--- config.mk ---
export PLATFORM = sky130hd
export DESIGN_NAME = lpcm_header_decoder_unit_flat
export DESIGN_NICKNAME = d
export VERILOG_FILES = /design/src/rtl/lpcmhd_pkg.sv /design/src/rtl/lpcmhd_if.sv /design/src/rtl/lpcmhd_decode.sv /design/src/rtl/lpcmhd_rate.sv /design/src/rtl/lpcm_header_decoder_unit.sv /design/src/flat_wrapper.sv
export SDC_FILE = /design/constraint.sdc
export NUM_CORES = 1
export LEC_CHECK = 0
export BUFFER_PORTS_ARGS = -buffer_cell sky130_fd_sc_hd__clkbuf_2
export CORE_MARGIN = 2
export CORE_UTILIZATION = 61
export CTS_BUF_LIST = sky130_fd_sc_hd__clkbuf_16
export CTS_CLUSTER_DIAMETER = 200
export DETAILED_ROUTE_END_ITERATION = 6
export PLACE_DENSITY = 0.88
export SYNTH_ARGS = -nofsm -noshare
export SYNTH_HDL_FRONTEND = slang
export SYNTH_HIERARCHICAL = 1
export SYNTH_SLANG_ARGS = --single-unit
export TNS_END_PERCENT = 20
--- constraint.sdc ---
create_clock -name clk -period 6.1 [get_ports clk]
set_input_delay 0.305 -clock clk [delete_from_list [all_inputs] [get_ports clk]]
set_output_delay 0.305 -clock clk [all_outputs]
set_load 0.005 [all_outputs]
--- src/rtl/lpcmhd_pkg.sv ---
// ----------------------------------------------------------------------------
// lpcmhd_pkg
// Types and codes shared by the LPCM header decoder modules.
// ----------------------------------------------------------------------------
package lpcmhd_pkg;

  typedef enum logic [1:0] {
    FMT_NONE = 2'd0,
    FMT_VOB  = 2'd1,
    FMT_DVD  = 2'd2,
    FMT_BR   = 2'd3
  } fmt_t;

  typedef struct packed {
    logic [7:0]  header_byte_0;
    logic [7:0]  header_byte_1;
    logic [7:0]  header_byte_2;
    logic [7:0]  header_byte_3;
    logic [7:0]  header_byte_4;
    logic [7:0]  header_byte_5;
    logic [7:0]  header_byte_6;
    logic [7:0]  header_byte_7;
    logic [7:0]  header_byte_9;
    logic [15:0] available_bytes;
  } in_beat_t;

  typedef struct packed {
    logic        header_valid;
    logic [17:0] sample_rate;
    logic [3:0]  channel_count;
    logic [4:0]  sample_bits;
    logic [10:0] speaker_mask;
    logic [22:0] byte_rate;
    logic [3:0]  header_length;
  } out_beat_t;

  // decoded header, before the byte rate is formed
  typedef struct packed {
    logic        ok;
    logic [17:0] rate;
    logic [3:0]  chans;
    logic [4:0]  bits;
    logic [10:0] mask;
    logic [3:0]  hlen;
  } dec_t;

endpackage

--- src/rtl/lpcmhd_if.sv ---
// ----------------------------------------------------------------------------
// lpcmhd_in_if / lpcmhd_out_if
// Valid/ready channels carrying header beats and decode result beats.
// ----------------------------------------------------------------------------
interface lpcmhd_in_if;
  import lpcmhd_pkg::*;

  logic     valid;
  logic     ready;
  in_beat_t data;

  modport source (output valid, output data, input ready);
  modport sink   (input valid, input data, output ready);
endinterface

interface lpcmhd_out_if;
  import lpcmhd_pkg::*;

  logic      valid;
  logic      ready;
  out_beat_t data;

  modport source (output valid, output data, input ready);
  modport sink   (input valid, input data, output ready);
endinterface

--- src/rtl/lpcmhd_decode.sv ---
// ----------------------------------------------------------------------------
// lpcmhd_decode
// First stage: layout decode, range checks and table look-ups, registered.
// ----------------------------------------------------------------------------
module lpcmhd_decode (
  input  logic                  clk,
  input  logic                  rst_n,
  input  lpcmhd_pkg::fmt_t      fmt,
  input  logic                  in_valid,
  output logic                  in_ready,
  input  lpcmhd_pkg::in_beat_t  in_data,
  output logic                  dec_valid,
  input  logic                  dec_ready,
  output lpcmhd_pkg::dec_t      dec_data
);
  import lpcmhd_pkg::*;

  function automatic logic [10:0] vob_mask(input logic [2:0] c);
    case (c)
      3'd0:    vob_mask = 11'h004;
      3'd1:    vob_mask = 11'h003;
      3'd2:    vob_mask = 11'h00B;
      3'd3:    vob_mask = 11'h033;
      3'd4:    vob_mask = 11'h03B;
      3'd5:    vob_mask = 11'h03F;
      3'd6:    vob_mask = 11'h6C7;
      default: vob_mask = 11'h0FF;
    endcase
  endfunction

  function automatic logic [2:0] dvd_cnt1(input logic [4:0] a);
    case (a) inside
      5'd0:          dvd_cnt1 = 3'd1;
      [5'd1:5'd12]:  dvd_cnt1 = 3'd2;
      [5'd13:5'd17]: dvd_cnt1 = 3'd3;
      default:       dvd_cnt1 = 3'd4;
    endcase
  endfunction

  function automatic logic [10:0] dvd_msk1(input logic [4:0] a);
    case (a) inside
      5'd0:          dvd_msk1 = 11'h004;
      [5'd1:5'd12]:  dvd_msk1 = 11'h003;
      [5'd13:5'd17]: dvd_msk1 = 11'h007;
      default:       dvd_msk1 = 11'h033;
    endcase
  endfunction

  function automatic logic [2:0] dvd_cnt2(input logic [4:0] a);
    case (a)
      5'd2, 5'd4, 5'd7, 5'd13, 5'd15, 5'd18, 5'd19: dvd_cnt2 = 3'd1;
      5'd3, 5'd5, 5'd8, 5'd10, 5'd14, 5'd16, 5'd20: dvd_cnt2 = 3'd2;
      5'd6, 5'd9, 5'd11, 5'd17:                     dvd_cnt2 = 3'd3;
      5'd12:                                        dvd_cnt2 = 3'd4;
      default:                                      dvd_cnt2 = 3'd0;
    endcase
  endfunction

  function automatic logic [10:0] dvd_msk2(input logic [4:0] a);
    case (a)
      5'd2, 5'd13:         dvd_msk2 = 11'h100;
      5'd3, 5'd14:         dvd_msk2 = 11'h600;
      5'd4, 5'd15, 5'd18:  dvd_msk2 = 11'h008;
      5'd5, 5'd16:         dvd_msk2 = 11'h108;
      5'd6, 5'd17:         dvd_msk2 = 11'h608;
      5'd7, 5'd19:         dvd_msk2 = 11'h004;
      5'd8:                dvd_msk2 = 11'h104;
      5'd9:                dvd_msk2 = 11'h604;
      5'd10, 5'd20:        dvd_msk2 = 11'h00C;
      5'd11:               dvd_msk2 = 11'h10C;
      5'd12:               dvd_msk2 = 11'h60C;
      default:             dvd_msk2 = 11'h000;
    endcase
  endfunction

  function automatic logic [3:0] br_cnt(input logic [3:0] c);
    case (c)
      4'd1:    br_cnt = 4'd1;
      4'd3:    br_cnt = 4'd2;
      4'd4:    br_cnt = 4'd3;
      4'd5:    br_cnt = 4'd3;
      4'd6:    br_cnt = 4'd4;
      4'd7:    br_cnt = 4'd4;
      4'd8:    br_cnt = 4'd5;
      4'd9:    br_cnt = 4'd6;
      4'd10:   br_cnt = 4'd7;
      4'd11:   br_cnt = 4'd8;
      default: br_cnt = 4'd0;
    endcase
  endfunction

  function automatic logic [10:0] br_msk(input logic [3:0] c);
    case (c)
      4'd1:    br_msk = 11'h004;
      4'd3:    br_msk = 11'h003;
      4'd4:    br_msk = 11'h007;
      4'd5:    br_msk = 11'h103;
      4'd6:    br_msk = 11'h107;
      4'd7:    br_msk = 11'h033;
      4'd8:    br_msk = 11'h037;
      4'd9:    br_msk = 11'h03F;
      4'd10:   br_msk = 11'h637;
      4'd11:   br_msk = 11'h63F;
      default: br_msk = 11'h000;
    endcase
  endfunction

  logic        v_r;
  dec_t        d_r;
  dec_t        d_nxt;

  logic [7:0]  vb;
  logic [15:0] dlen;
  logic [3:0]  sz1, sz2, rt1, rt2;
  logic [7:0]  asg;
  logic [4:0]  ai;
  logic        dvd_ok, dvd_g2;
  logic [17:0] dvd_base;
  logic [3:0]  bcc, brc;
  logic [1:0]  bwc;
  logic        br_ok;

  always_comb begin
    vb   = in_data.header_byte_4;
    dlen = {in_data.header_byte_1, in_data.header_byte_2};
    sz1  = in_data.header_byte_6[7:4];
    sz2  = in_data.header_byte_6[3:0];
    rt1  = in_data.header_byte_7[7:4];
    rt2  = in_data.header_byte_7[3:0];
    asg  = in_data.header_byte_9;
    ai   = asg[4:0];
    bcc  = in_data.header_byte_2[7:4];
    brc  = in_data.header_byte_2[3:0];
    bwc  = in_data.header_byte_3[7:6];

    // length field + 3 must reach 11
    dvd_ok = (dlen >= 16'd8) && (sz1 <= 4'd2) && (sz2 == 4'hF || sz2 <= 4'd2) &&
             (rt1[2:0] <= 3'd2) && (rt2 == 4'hF || rt2[2:0] <= 3'd2) &&
             (asg <= 8'd20);
    dvd_g2   = (sz2 != 4'hF) && (rt2 != 4'hF) && (sz1 == sz2) && (rt1 == rt2);
    dvd_base = rt1[3] ? 18'd44100 : 18'd48000;
    br_ok    = (br_cnt(bcc) != 4'd0) && (bwc != 2'd0) &&
               (brc == 4'd1 || brc == 4'd4 || brc == 4'd5);

    d_nxt = '0;
    unique case (fmt)
      FMT_VOB: begin
        if (in_data.available_bytes >= 16'd6 && in_data.header_byte_5 == 8'h80) begin
          d_nxt.ok = 1'b1;
          case (vb[5:4])
            2'd0:    d_nxt.rate = 18'd48000;
            2'd1:    d_nxt.rate = 18'd96000;
            2'd2:    d_nxt.rate = 18'd44100;
            default: d_nxt.rate = 18'd32000;
          endcase
          d_nxt.chans = {1'b0, vb[2:0]} + 4'd1;
          case (vb[7:6])
            2'd1:    d_nxt.bits = 5'd20;
            2'd2:    d_nxt.bits = 5'd24;
            default: d_nxt.bits = 5'd16;
          endcase
          d_nxt.mask = vob_mask(vb[2:0]);
          d_nxt.hlen = 4'd6;
        end
      end
      FMT_DVD: begin
        if (dvd_ok) begin
          d_nxt.ok    = 1'b1;
          d_nxt.bits  = 5'd16 + {1'b0, sz1[1:0], 2'b00};
          d_nxt.rate  = dvd_base << rt1[1:0];
          d_nxt.chans = {1'b0, dvd_cnt1(ai)} + (dvd_g2 ? {1'b0, dvd_cnt2(ai)} : 4'd0);
          d_nxt.mask  = dvd_msk1(ai) | (dvd_g2 ? dvd_msk2(ai) : 11'h000);
          d_nxt.hlen  = 4'd11;
        end
      end
      FMT_BR: begin
        if (br_ok) begin
          d_nxt.ok = 1'b1;
          case (brc)
            4'd1:    d_nxt.rate = 18'd48000;
            4'd4:    d_nxt.rate = 18'd96000;
            default: d_nxt.rate = 18'd192000;
          endcase
          d_nxt.chans = br_cnt(bcc);
          d_nxt.mask  = br_msk(bcc);
          d_nxt.bits  = (bwc == 2'd1) ? 5'd16 : 5'd24;
          d_nxt.hlen  = 4'd4;
        end
      end
      default: d_nxt = '0;
    endcase
  end

  assign in_ready  = !v_r || dec_ready;
  assign dec_valid = v_r;
  assign dec_data  = d_r;

  always_ff @(posedge clk) begin
    if (!rst_n) begin
      v_r <= 1'b0;
    end else if (in_ready) begin
      v_r <= in_valid;
    end
  end

  always_ff @(posedge clk) begin
    if (in_valid && in_ready) begin
      d_r <= d_nxt;
    end
  end

endmodule

--- src/rtl/lpcmhd_rate.sv ---
// ----------------------------------------------------------------------------
// lpcmhd_rate
// Second and third stages: byte rate as rate x channels, then x bits / 8.
// ----------------------------------------------------------------------------
module lpcmhd_rate (
  input  logic                   clk,
  input  logic                   rst_n,
  input  logic                   dec_valid,
  output logic                   dec_ready,
  input  lpcmhd_pkg::dec_t       dec_data,
  output logic                   out_valid,
  input  logic                   out_ready,
  output lpcmhd_pkg::out_beat_t  out_data
);
  import lpcmhd_pkg::*;

  logic        v2_r;
  dec_t        d2_r;
  logic [21:0] p2_r;
  logic [21:0] p2_nxt;
  logic        ready2;

  logic        v3_r;
  out_beat_t   o3_r;
  out_beat_t   o3_nxt;
  logic [26:0] p3;

  assign ready2    = !v3_r || out_ready;
  assign dec_ready = !v2_r || ready2;
  assign p2_nxt    = 22'(dec_data.rate) * 22'(dec_data.chans);

  always_comb begin
    p3 = 27'(p2_r) * 27'(d2_r.bits);
    o3_nxt.header_valid  = d2_r.ok;
    o3_nxt.sample_rate   = d2_r.rate;
    o3_nxt.channel_count = d2_r.chans;
    o3_nxt.sample_bits   = d2_r.bits;
    o3_nxt.speaker_mask  = d2_r.mask;
    o3_nxt.byte_rate     = p3[25:3];
    o3_nxt.header_length = d2_r.hlen;
  end

  always_ff @(posedge clk) begin
    if (!rst_n) begin
      v2_r <= 1'b0;
      v3_r <= 1'b0;
    end else begin
      if (dec_ready) v2_r <= dec_valid;
      if (ready2)    v3_r <= v2_r;
    end
  end

  always_ff @(posedge clk) begin
    if (dec_valid && dec_ready) begin
      d2_r <= dec_data;
      p2_r <= p2_nxt;
    end
    if (v2_r && ready2) begin
      o3_r <= o3_nxt;
    end
  end

  assign out_valid = v3_r;
  assign out_data  = o3_r;

endmodule

--- src/rtl/lpcm_header_decoder_unit.sv ---
// ----------------------------------------------------------------------------
// lpcm_header_decoder_unit
// LPCM audio packet header decoder for VOB, DVD-Audio and Blu-ray layouts.
// ----------------------------------------------------------------------------
// Usage:
//   cfg_we/cfg_wdata set the header layout (0 none, 1 VOB, 2 DVD-Audio,
//   3 Blu-ray); write it only while the pipeline is empty.
//   in_ch takes one header beat (packet bytes and available byte count);
//   out_ch gives one result beat per header, in order. Rejected headers give
//   a beat with every field zero.
// Pipeline: three register stages from input beat to result beat: decode,
//   rate x channels, x bits / 8 into the output register.
// Throughput: one beat per cycle while out_ch.ready is not held low.
// Reset: synchronous, active low; empties the pipeline and selects layout 0.
// Stall: each stage holds while the next is full and stalled; bubbles close
//   up, so in_ch.ready drops only when all three stages hold beats.
// ----------------------------------------------------------------------------
module lpcm_header_decoder_unit (
  input  logic         clk,
  input  logic         rst_n,
  input  logic         cfg_we,
  input  logic [1:0]   cfg_wdata,
  lpcmhd_in_if.sink    in_ch,
  lpcmhd_out_if.source out_ch
);
  import lpcmhd_pkg::*;

  fmt_t fmt_r;
  logic dec_valid;
  logic dec_ready;
  dec_t dec_data;

  always_ff @(posedge clk) begin
    if (!rst_n) begin
      fmt_r <= FMT_NONE;
    end else if (cfg_we) begin
      fmt_r <= fmt_t'(cfg_wdata);
    end
  end

  lpcmhd_decode u_decode (
    .clk       (clk),
    .rst_n     (rst_n),
    .fmt       (fmt_r),
    .in_valid  (in_ch.valid),
    .in_ready  (in_ch.ready),
    .in_data   (in_ch.data),
    .dec_valid (dec_valid),
    .dec_ready (dec_ready),
    .dec_data  (dec_data)
  );

  lpcmhd_rate u_rate (
    .clk       (clk),
    .rst_n     (rst_n),
    .dec_valid (dec_valid),
    .dec_ready (dec_ready),
    .dec_data  (dec_data),
    .out_valid (out_ch.valid),
    .out_ready (out_ch.ready),
    .out_data  (out_ch.data)
  );

endmodule
--- src/flat_wrapper.sv ---
// flat-port wrapper written by rule: the top's interface ports become plain ports
module lpcm_header_decoder_unit_flat import lpcmhd_pkg::*;
  (clk, rst_n, cfg_we, cfg_wdata, in_ch_valid, in_ch_data, in_ch_ready, out_ch_valid, out_ch_data, out_ch_ready);
  lpcmhd_in_if in_ch_i ();
  lpcmhd_out_if out_ch_i ();
  input  logic clk;
  input  logic rst_n;
  input  logic cfg_we;
  input  logic [1:0] cfg_wdata;
  input wire logic [$bits(in_ch_i.valid)-1:0] in_ch_valid;
  input wire logic [$bits(in_ch_i.data)-1:0] in_ch_data;
  output wire logic [$bits(in_ch_i.ready)-1:0] in_ch_ready;
  output wire logic [$bits(out_ch_i.valid)-1:0] out_ch_valid;
  output wire logic [$bits(out_ch_i.data)-1:0] out_ch_data;
  input wire logic [$bits(out_ch_i.ready)-1:0] out_ch_ready;
  assign in_ch_i.valid = in_ch_valid;
  assign in_ch_i.data = in_ch_data;
  assign in_ch_ready = in_ch_i.ready;
  assign out_ch_valid = out_ch_i.valid;
  assign out_ch_data = out_ch_i.data;
  assign out_ch_i.ready = out_ch_ready;
  lpcm_header_decoder_unit u_core (.clk(clk), .rst_n(rst_n), .cfg_we(cfg_we), .cfg_wdata(cfg_wdata), .in_ch(in_ch_i), .out_ch(out_ch_i));
endmodule
### Word-level counts from Yosys, hierarchy flattened

Memory sizes are Yosys's and may differ from the RTL's.
Cells that the tools add are included.

| storage, ports and cells | value |
|---|---|
| flip-flop bits (word level) | 179 |
| bits in latches | 0 |
| memory bits (writable) | 0 |
| memory bits (read-only) | 528 |
| input port bits | 95 |
| output and inout port bits | 68 |
| logic and storage cells | 128 |
| memories kept | 5 |

| operators by class | value |
|---|---|
| add/subtract/negate cells | 3 |
| multiply operators | 2 |
| divide/modulo/power cells | 0 |
| $lt $le $gt $ge | 11 |
| equality and inequality tests | 24 |
| shift-type cells | 1 |
| muxes and demuxes | 26 |
| bitwise gates (word level) | 1 |
| reduce and logical (&&, ||, !) cells | 31 |

Memories:

| memory | words | width | read ports | clocked after memory_dff | write ports | RTL line | source |
|---|---|---|---|---|---|---|---|
| (no name shown) | 32 | 5 | 1 | 0 | 0 | lpcmhd_decode.sv:60 | `case (a)` |
| (no name shown) | 16 | 9 | 1 | 0 | 0 | lpcmhd_decode.sv:93 | `case (c)` |
| (no name shown) | 32 | 3 | 1 | 0 | 0 | lpcmhd_decode.sv:50 | `case (a)` |
| (no name shown) | 16 | 4 | 1 | 0 | 0 | lpcmhd_decode.sv:77 | `case (c)` |
| (no name shown) | 16 | 4 | 1 | 0 | 0 | lpcmhd_decode.sv:77 |  |

Operator list:

| kind | number |
|---|---|
| $mux W43 | 3 |
| $pmux W43 S3 | 1 |
| $pmux W11 S7 | 1 |
| $mux W11 | 5 |
| $pmux W17 S3 | 1 |
| $pmux W18 S2 | 1 |
| $mul A22 B5 Y26 | 1 |
| $mux W3 | 8 |
| $mul A18 B4 Y22 | 1 |
| $mux W6 | 3 |
| $shl A16 B2 Y18 | 1 |
| $ge A16 B3 Y1 const B | 1 |
| $ge A16 B4 Y1 const B | 1 |
| $logic_and A1 B1 Y1 | 16 |
| $mux W13 | 1 |
| $or A11 B11 Y11 | 1 |
| $eq A3 B3 Y1 const B | 3 |
| $eq A2 B1 Y1 const B | 4 |
| $eq A2 B2 Y1 const B | 4 |
| $eq A4 B3 Y1 const B | 2 |
| $eq A4 B4 Y1 | 2 |
| $eq A4 B4 Y1 const B | 2 |
| $eq A8 B8 Y1 const B | 1 |
| $le A4 B2 Y1 const B | 2 |
| other kinds (22) | 33 |

### Longest topological paths before layout

Gate-level depths: netlist of run 1.

| depth | value |
|---|---|
| depth after elaboration | 12 |
| mapped depth | 15 |
| gate-level depth less buffers | 14 |

### By module

Netlist of run 1, hierarchy kept.

Modules (own cells, without submodules):

| module | instances | cells each | area each (µm²) |
|---|---|---|---|
| lpcmhd_rate | 1 | 855 | 9688.0 |
| lpcmhd_decode | 1 | 306 | 2856.5 |
| lpcm_header_decoder_unit | 1 | 6 | 72.6 |

### Least setup slack after synthesis of run 1

Ideal clock, no wire load.

| path | value |
|---|---|
| path type | register to register |
| from | reg u_core/u_rate/d2_r[19] (netlist name) |
| to | reg u_core.u_rate.o3_r, in the netlist u_core/u_rate/out_data[25], data pin |
| data arrival time | 3.884 ns |
| required time | 5.841 ns |
| setup slack | 1.957 ns |
| stages on the path, launching flop included | 16 |
| buffers on the path | 2 |
| period minus slack after synthesis | 4.143 ns |
| cells stage by stage | edfxtp_1 clkbuf_1 and2_1 fa_1 fa_1 inv_1 fa_1 inv_1 ha_1 buf_2 a21o_1 a21o_1 a21o_1 a221oi_2 a21bo_1 xor2_1 |

| between the ends | value |
|---|---|
| cells in the longest elaborated chain, start to end | 1 |

Ends and longest elaborated chain:

| element | RTL line | source |
|---|---|---|
| from (decl) | lpcmhd_rate.sv:18 | `dec_t d2_r;` |
| from (signal assigned) | lpcmhd_rate.sv:55 | `d2_r <= dec_data;` |
| $mul A22 B5 Y26 | lpcmhd_rate.sv:33 | `p3 = 27'(p2_r) * 27'(d2_r.bits);` |
| named net u_core.u_rate.p3[24] | lpcmhd_rate.sv:26 | `logic [26:0] p3;` |
| to (signal assigned) | lpcmhd_rate.sv:59 | `o3_r <= o3_nxt;` |
| to (decl) | lpcmhd_rate.sv:24 | `out_beat_t o3_r;` |

The timed path passes the listed nets, and every way through them passes these cells.
A chain may end at the register's enable or synchronous reset.

### Final worst setup path of run 1

| path | value |
|---|---|
| from | reg u_core/u_rate/d2_r[18] (netlist name) |
| to | reg u_core.u_rate.o3_r, in the netlist u_core/u_rate/out_data[26], data pin |

The elaborated chain is that of the path after synthesis.

==> results.md, run 1 <==
- Startpoint Class: register
- I/O Pins: 163
- RePlAce Congestion: 0.888
- M1 wire length: 10100 um
- Worst Slack Setup Final: 1.34 ns
- Die area: 21900 sq um
- Synth top area share: 38.8%
- Total negative setup slack: 0 ns
- RR Startpoint: u_core/u_rate/d2_r[18]$_DFFE_PP_
- Average size of a mapped cell: 10.8 sq um
- Clock Path Buffers: 2
- Met3 Routed Length: 1450 um
- FP Rows: 52
- Clk_lat worst skew: 0.44 ns
- Worst Hold Depth: 3
- P&R area growth vs syn: 11.3%
- Final WL: 25300 um
- 1st-pass router iterations: 5
- RR Endpoint: u_core/u_rate/out_data[26]$_DFFE_PP_
- Fin. max-slew vios: 0
- Reg area: 4990 sq um
- Outcome: completed
- Main flop type after synthesis: edfxtp_1
- Clock root cell: clkbuf_16
- Clock Sinks: 168
- Worst EP arrival: 4.94 ns
- Antenna Nets Post-Route: 0
- Leakage dissipation: 0.00634 uW
- First DRT Iteration DRCs: 715
- Wire per inst: 16.1 um
- Number of global-route vias before repair: 8976
- Gate Count Post-Synth: 1167
- Die Y-Extent: 148 um
- Critical-path maximum fanout: 23
- Pin count of the biggest net entering global routing: 66
- Htree depth: 4
- Layout Skew: 0.0171 ns
- Critical path required time: 6.28 ns
- Ratio of cells with drive above 1 in the final layout: 16.3%
- Top cells by area, synth: edfxtp_1 (39%), fa_1 (15%), ha_1 (7.9%), and2_1 (5.5%), inv_1 (4.4%)
- Netlist cell types: 87
- Post-CTS setup buffers: 0
- Final Hold Fails: 0
- Sequential element share of the synthesized area: 39.6%
- Setup violators final: 0
- Relative slew slack: 38.6%
- HP Start: in_ch_valid
- Initial antenna violation count: 0
- VDD IR max: 0.000178 V
- Worst path buffer plus inverter count: 2
- Number of synthesized flops with an enable pin: 163
- Starting Density: 62.2%
- WL met2: 13100 um
- Synth area leader: edfxtp_1
- Core region area: 20300 sq um
- Synth Register Bits: 168
- Die width: 148 um
- CP endpoint kind: register
- Max-Cap Viols: 0
- CP dominant cell by count: fa_1
- DRC viols: 0
- Ys Warns: 6
- Ordered cell list for the critical path: and2_1, fa_1, fa_1, inv_1, fa_1, inv_1, ha_1, and4_1, nor4b_1, a22oi_1, nand3_1, a21oi_1, nor3_2
- Pre-CTS WS: 1.43 ns
- Multi-input combinational cell area: 6810 sq um
- Worst stage delay on the critical path: 0.88 ns
- Clock-pin slew on the worst setup and hold paths: 0.07 ns
- Post-synth ARST share: 0%
- Critical Setup Path Class: reg2reg
- Hold-critical path endpoint: u_core/u_decode/dec_valid$_SDFFE_PN0N_
- FF-to-FF setup slack: 1.34 ns
- Overall Power: 3440 uW
- Nets: 1556
- Overall Global Routing Usage: 24.0%
- Slew @ Worst Pin: 0.922 ns
- Top routing layer in use: met4
- Final hold slack: 0.103 ns
- Slowest CP cell: edfxtp_1
- Hold-fix buffers, CTS: 0
- Part of the cycle the worst path needs: 78.1%
- R2r worst-path depth: 13
- RSZ-0062 raised after global routing: no
- Crit. Startpoint: u_core/u_rate/d2_r[18]$_DFFE_PP_
- Diodes inserted: 0
- Total grt overflow: 0
- Syn Std Cell Area: 12600 sq um
- Post-cts resize count: 0
- IO buf count: 146
- Delay-heaviest family, CP: adder cells
- Global-route wire length before repair: 42200 um
- CTS Buf Count: 17
- TritonCTS clock tree: yes
- Min-Delay Path Class: in2reg
- Power Density: 245 nW/um^2
- Fill cell count: 1445
- Vias after detailed routing: 8996
- Tmin final: 4.76 ns
- DPL Wire Length: 18700 um
- Fmax: 210 MHz
- Avg Vias per Cell: 5.72
registers in the layout, summed over array words and instances (netlist names):
register                   count
u_core/u_rate/out_data        66
u_core/u_decode/dec_valid      1
u_core/fmt_r                   2
u_core/u_rate/p2_r            22
u_core/u_rate/out_valid        1
u_core/u_rate/v2_r             1
u_core/u_rate/d2_r            43
u_core/u_decode/dec_data      32
worst register-to-register path, cell delays in order (launching register included):
cell and delay [ns]:
edfxtp_1 0.88, and2_1 0.27, fa_1 0.46, fa_1 0.57, inv_1 0.06, fa_1 0.54
inv_1 0.04, ha_1 0.36, and4_1 0.26, nor4b_1 0.15, a22oi_1 0.46, nand3_1 0.18
a21oi_1 0.20, nor3_2 0.06
report_power, final:
group	internal, uW	switching [uW]	total (uW)
Clock	590	477	1070
Sequential	1370	43.4	1410
Combinational	403	561	964
Total	2360	1080	3440
synthesized netlist by cell type (23+ instances only):
| cell type | n |
|---|---|
| clkbuf_1 | 24 |
| and2_1 | 111 |
| xnor2_1 | 34 |
| ha_1 | 80 |
| fa_1 | 92 |
| nand2_1 | 115 |
| a21oi_1 | 50 |
| a21o_1 | 23 |
| o21ai_0 | 29 |
| inv_1 | 147 |
| nor2_1 | 33 |
| edfxtp_1 | 163 |
per-layer routing:
layer,vias to the layer above,GRT usage (%)
li1,4253,-
met1,4336,29.4
met2,350,42.6
met3,57,3.70
met4,0,9.81
met5,-,0
final cells by class:
class | count | share of cell area [%]
tap | 270 | 2.41
clock inverter | 13 | 0.864
timing repair buffer | 149 | 5.36
multi-input combinational | 806 | 48.5
inverter | 147 | 3.93
clock buffer | 19 | 3.38
sequential | 168 | 35.6
kinds of logic after synthesis:
group           Yosys count  share of synthesized area, %
other cells               1                        0.0297
mux                      13                          1.15
flops                   168                          39.6
simple gates            374                          15.9
buf+inv                 196                          6.58
fa+ha+maj               172                          22.5
xor+xnor                 46                          3.19
compound gates          197                          11.1
worst max path at each step:
stage                                                end  slack (ns)  depth (start not counted)
floorplan           u_core/u_rate/out_data[25]$_DFFE_PP_        1.96                         15
global placement    u_core/u_rate/out_data[20]$_DFFE_PP_        1.53                         13
detailed placement  u_core/u_rate/out_data[26]$_DFFE_PP_        1.43                         13
CTS                 u_core/u_rate/out_data[26]$_DFFE_PP_        1.41                         13
global route        u_core/u_rate/out_data[22]$_DFFE_PP_        1.17                         13
finish              u_core/u_rate/out_data[26]$_DFFE_PP_        1.34                         13
metrics by stage:
step | util [%] | cells | cell area (sq um)
finish | 69.2 | 1572 | 14000
global route | 69.2 | 1572 | 14000
CTS | 69.2 | 1572 | 14000
detailed placement | 66.3 | 1540 | 13400
global placement | 66.3 | 1540 | 13400
floorplan | - | 1170 | 12600
placed cells by master, fill, tap and decap left out, types with 8 or more instances in the layout:
| cell type | Yosys | layout |
|---|---|---|
| a21o_1 | 23 | 23 |
| a21oi_1 | 50 | 50 |
| and2_1 | 111 | 110 |
| and3_1 | 8 | 8 |
| clkbuf_16 | 0 | 19 |
| clkbuf_2 | 1 | 146 |
| edfxtp_1 | 163 | 163 |
| fa_1 | 92 | 92 |
| ha_1 | 80 | 80 |
| inv_1 | 147 | 148 |
| mux2i_1 | 10 | 10 |
| nand2_1 | 115 | 115 |
| nand2b_1 | 15 | 15 |
| nand3_1 | 21 | 21 |
| nand4_1 | 10 | 10 |
| nor2_1 | 33 | 33 |
| nor2b_1 | 13 | 12 |
| nor3_1 | 16 | 16 |
| o211ai_1 | 12 | 12 |
| o21ai_0 | 29 | 29 |
| xnor2_1 | 34 | 34 |
| xor2_1 | 12 | 12 |
Note: power is estimated with default switching activity, not from simulation.
==> run 2, diff against run 1 <==
--- a/config.mk
+++ b/config.mk
@@ -7,11 +7,11 @@
 export LEC_CHECK = 0
 export BUFFER_PORTS_ARGS = -buffer_cell sky130_fd_sc_hd__clkbuf_2
 export CORE_MARGIN = 2
-export CORE_UTILIZATION = 61
+export CORE_UTILIZATION = 60
 export CTS_BUF_LIST = sky130_fd_sc_hd__clkbuf_16
 export CTS_CLUSTER_DIAMETER = 200
 export DETAILED_ROUTE_END_ITERATION = 6
-export PLACE_DENSITY = 0.88
+export PLACE_DENSITY = 0.86
 export SYNTH_ARGS = -nofsm -noshare
 export SYNTH_HDL_FRONTEND = slang
 export SYNTH_HIERARCHICAL = 1
==> constraint.sdc (replaced) <==
create_clock -name clk -period 4.4 [get_ports clk]
set_input_delay 0.22 -clock clk [delete_from_list [all_inputs] [get_ports clk]]
set_output_delay 0.22 -clock clk [all_outputs]
set_load 0.005 [all_outputs]
==> run 2 against run 1 <==
Clock skew decreased by 0.0042 ns. Die area increased by 1.6%. Final cell count increased by 2.0%. Sequential power increased by 38%. Flip-flop and latch count unchanged. Utilization decreased by 0.55 points. Final area increased by 1.8%. Sequential share of layout area decreased by 0.61 points. Routed wire length decreased by 1.0%. Hold slack got worse by 0.086 ns. Via count increased by 0.26%. Critical endpoint is now u_core/u_rate/out_data[25]$_DFFE_PP_. Largest cell class unchanged.
==> results.md, run 2 (synthesis results as in run 1) <==
- Outcome: completed
- First DRT Iteration DRCs: 575
- Die width: 149 um
- Total negative setup slack: 0 ns
- TritonCTS clock tree: yes
- Crit. Startpoint: u_core/u_rate/d2_r[19]$_DFFE_PP_
- DRC viols: 0
- Clock root cell: clkbuf_16
- FF-to-FF setup slack: 0.13 ns
- Post-DP Area: 13600 sq um
- Worst EP arrival: 4.46 ns
- Switching share of total power: 32.5%
- Critical Setup Path Class: reg2reg
- Overall Power: 4870 uW
- P&R area growth vs syn: 13.3%
- Number of global-route vias before repair: 9029
- Internal: 3290 uW
- Antenna Nets Post-Route: 0
- IO buf count: 146
- CP endpoint kind: register
- Clock-pin slew on the worst setup and hold paths: 0.08 ns
- Fin. max-slew vios: 0
- Final instance area: 14300 sq um
- RR Startpoint: u_core/u_rate/d2_r[19]$_DFFE_PP_
- Overall Global Routing Usage: 23.3%
- Initial antenna violation count: 0
- Power Density: 341 nW/um^2
- Flop pwr share: 40.0%
- Psw: 1580 uW
- Wire per inst: 15.6 um
- Clock Sinks: 168
- Avg Vias per Cell: 5.63
- Largest register FFs: 66
- Final WL: 25000 um
- RR Endpoint: u_core/u_rate/out_data[25]$_DFFE_PP_
- VDD IR max: 0.000211 V
- RePlAce Congestion: 0.877
- I/O Pins: 163
- Pin count of the biggest net entering global routing: 42
- Tmin final: 4.27 ns
- Startpoint Class: register
- Min-Delay Path Class: in2reg
- Setup violators final: 0
- CTS Buf Count: 17
- Fill cell count: 1496
- Die Y-Extent: 149 um
- DPL Wire Length: 18700 um
- Fmax: 234 MHz
- Vias after detailed routing: 9019
- Clock share of power: 30.8%
- Starting Density: 60.6%
- Part of the cycle the worst path needs: 97.1%
- FP Rows: 53
- Die area: 22200 sq um
- R2r worst-path depth: 14
- Core region area: 20800 sq um
- Ratio of cells with drive above 1 in the final layout: 18.4%
- Logic pwr share: 29.3%
- Post-layout util: 68.6%
- Global-route wire length before repair: 41500 um
- Worst Hold Depth: 3
- Relative slew slack: 26.4%
- Most frequent cells in the layout: edfxtp_1 (163), inv_1 (147), clkbuf_2 (146)
- Nets: 1582
- Total grt overflow: 0
- Critical path required time: 4.58 ns
- Final Hold Fails: 0
- Leakage dissipation: 0.00646 uW
- Clock Path Buffers: 2
- Critical-path maximum fanout: 9
- Commonest non-fill, non-tap cell in the layout: edfxtp_1
- RSZ-0062 raised after global routing: yes
- 1st-pass router iterations: 5
- CP endpoint: u_core/u_rate/out_data[25]$_DFFE_PP_
- Hold-fix buffers, CTS: 0
- Slew @ Worst Pin: 1.10 ns
- Max-Cap Viols: 0
- Diodes inserted: 0
- Layout Skew: 0.0129 ns
- Clk_lat worst skew: 0.43 ns
- Htree depth: 4
==> run 2: cell count changes in the layout (fill, tap and decap cells not counted), sizes merged <==
cell      before  now
buf            3   27
clkinv         3    9
clkinvlp       0    1
inv          157  152
==> run 2: routing by layer <==
metal	wire [um]	track usage, %	part of all wire, %
met1	10100	28.4	40
met2	13000	41.6	52
met3	1370	3.88	5.5
met4	549	8.52	2.2
met5	0	0	0
==> run 2: power by group through the flow <==
stage | Combinational [uW] | Sequential (uW) | Clock, uW
global route | 1620 | 1960 | 1600
global placement | 1330 | 1980 | 0
CTS | 1400 | 1950 | 1530
detailed placement | 1380 | 1980 | 0
floorplan | 1050 | 1960 | 0
finish | 1430 | 1950 | 1500
==> run 2: area by class of cell <==
class | instances | area [sq um] | share of cell area [%]
Multi-Input combinational cell | 806 | 6830 | 47.8
Sequential cell | 168 | 4990 | 34.9
Timing Repair Buffer | 175 | 946 | 6.62
Inverter | 147 | 552 | 3.86
Clock buffer | 17 | 425 | 2.98
Tap cell | 275 | 344 | 2.41
Clock inverter | 15 | 200 | 1.40
==> run 2: worst min-delay path by stage <==
stage | startpoint | end
3_5_place_dp | u_core/u_rate/d2_r[12]$_DFFE_PP_ | u_core/u_rate/out_data[35]$_DFFE_PP_
2_1_floorplan | rst_n | u_core/u_rate/out_valid$_SDFFE_PN0P_
4_1_cts | in_ch_valid | u_core/u_decode/dec_valid$_SDFFE_PN0N_
6_report | in_ch_valid | u_core/u_decode/dec_valid$_SDFFE_PN0N_
5_1_grt | in_ch_valid | u_core/u_decode/dec_valid$_SDFFE_PN0N_
3_3_place_gp | u_core/u_rate/d2_r[24]$_DFFE_PP_ | u_core/u_rate/out_data[47]$_DFFE_PP_
==> run 2: through the flow <==
stage               hold slack, ns  setup slack [ns]  cells
finish                      0.0175             0.127   1603
global route                0.0223           -0.0729   1603
CTS                       0.000951           0.00890   1594
detailed placement           0.405            0.0123   1562
global placement             0.401            0.0738   1562
floorplan                    0.338             0.257   1170
==> run 2: critical path, stage by stage (launching register included) <==
cell,delay (ns)
edfxtp_1,0.39
buf_4,0.18
and2_1,0.16
fa_1,0.50
fa_1,0.54
inv_1,0.05
fa_1,0.53
inv_1,0.04
ha_1,0.40
a211oi_2,0.28
o211ai_2,0.16
a41oi_2,0.33
o21bai_2,0.15
a21bo_1,0.20
xor2_1,0.13
==> run 2: timing repair <==
item                       in CTS  in global routing
resized for setup               0                  7
buffers inserted                0                  9
setup endpoints to repair       0                 12
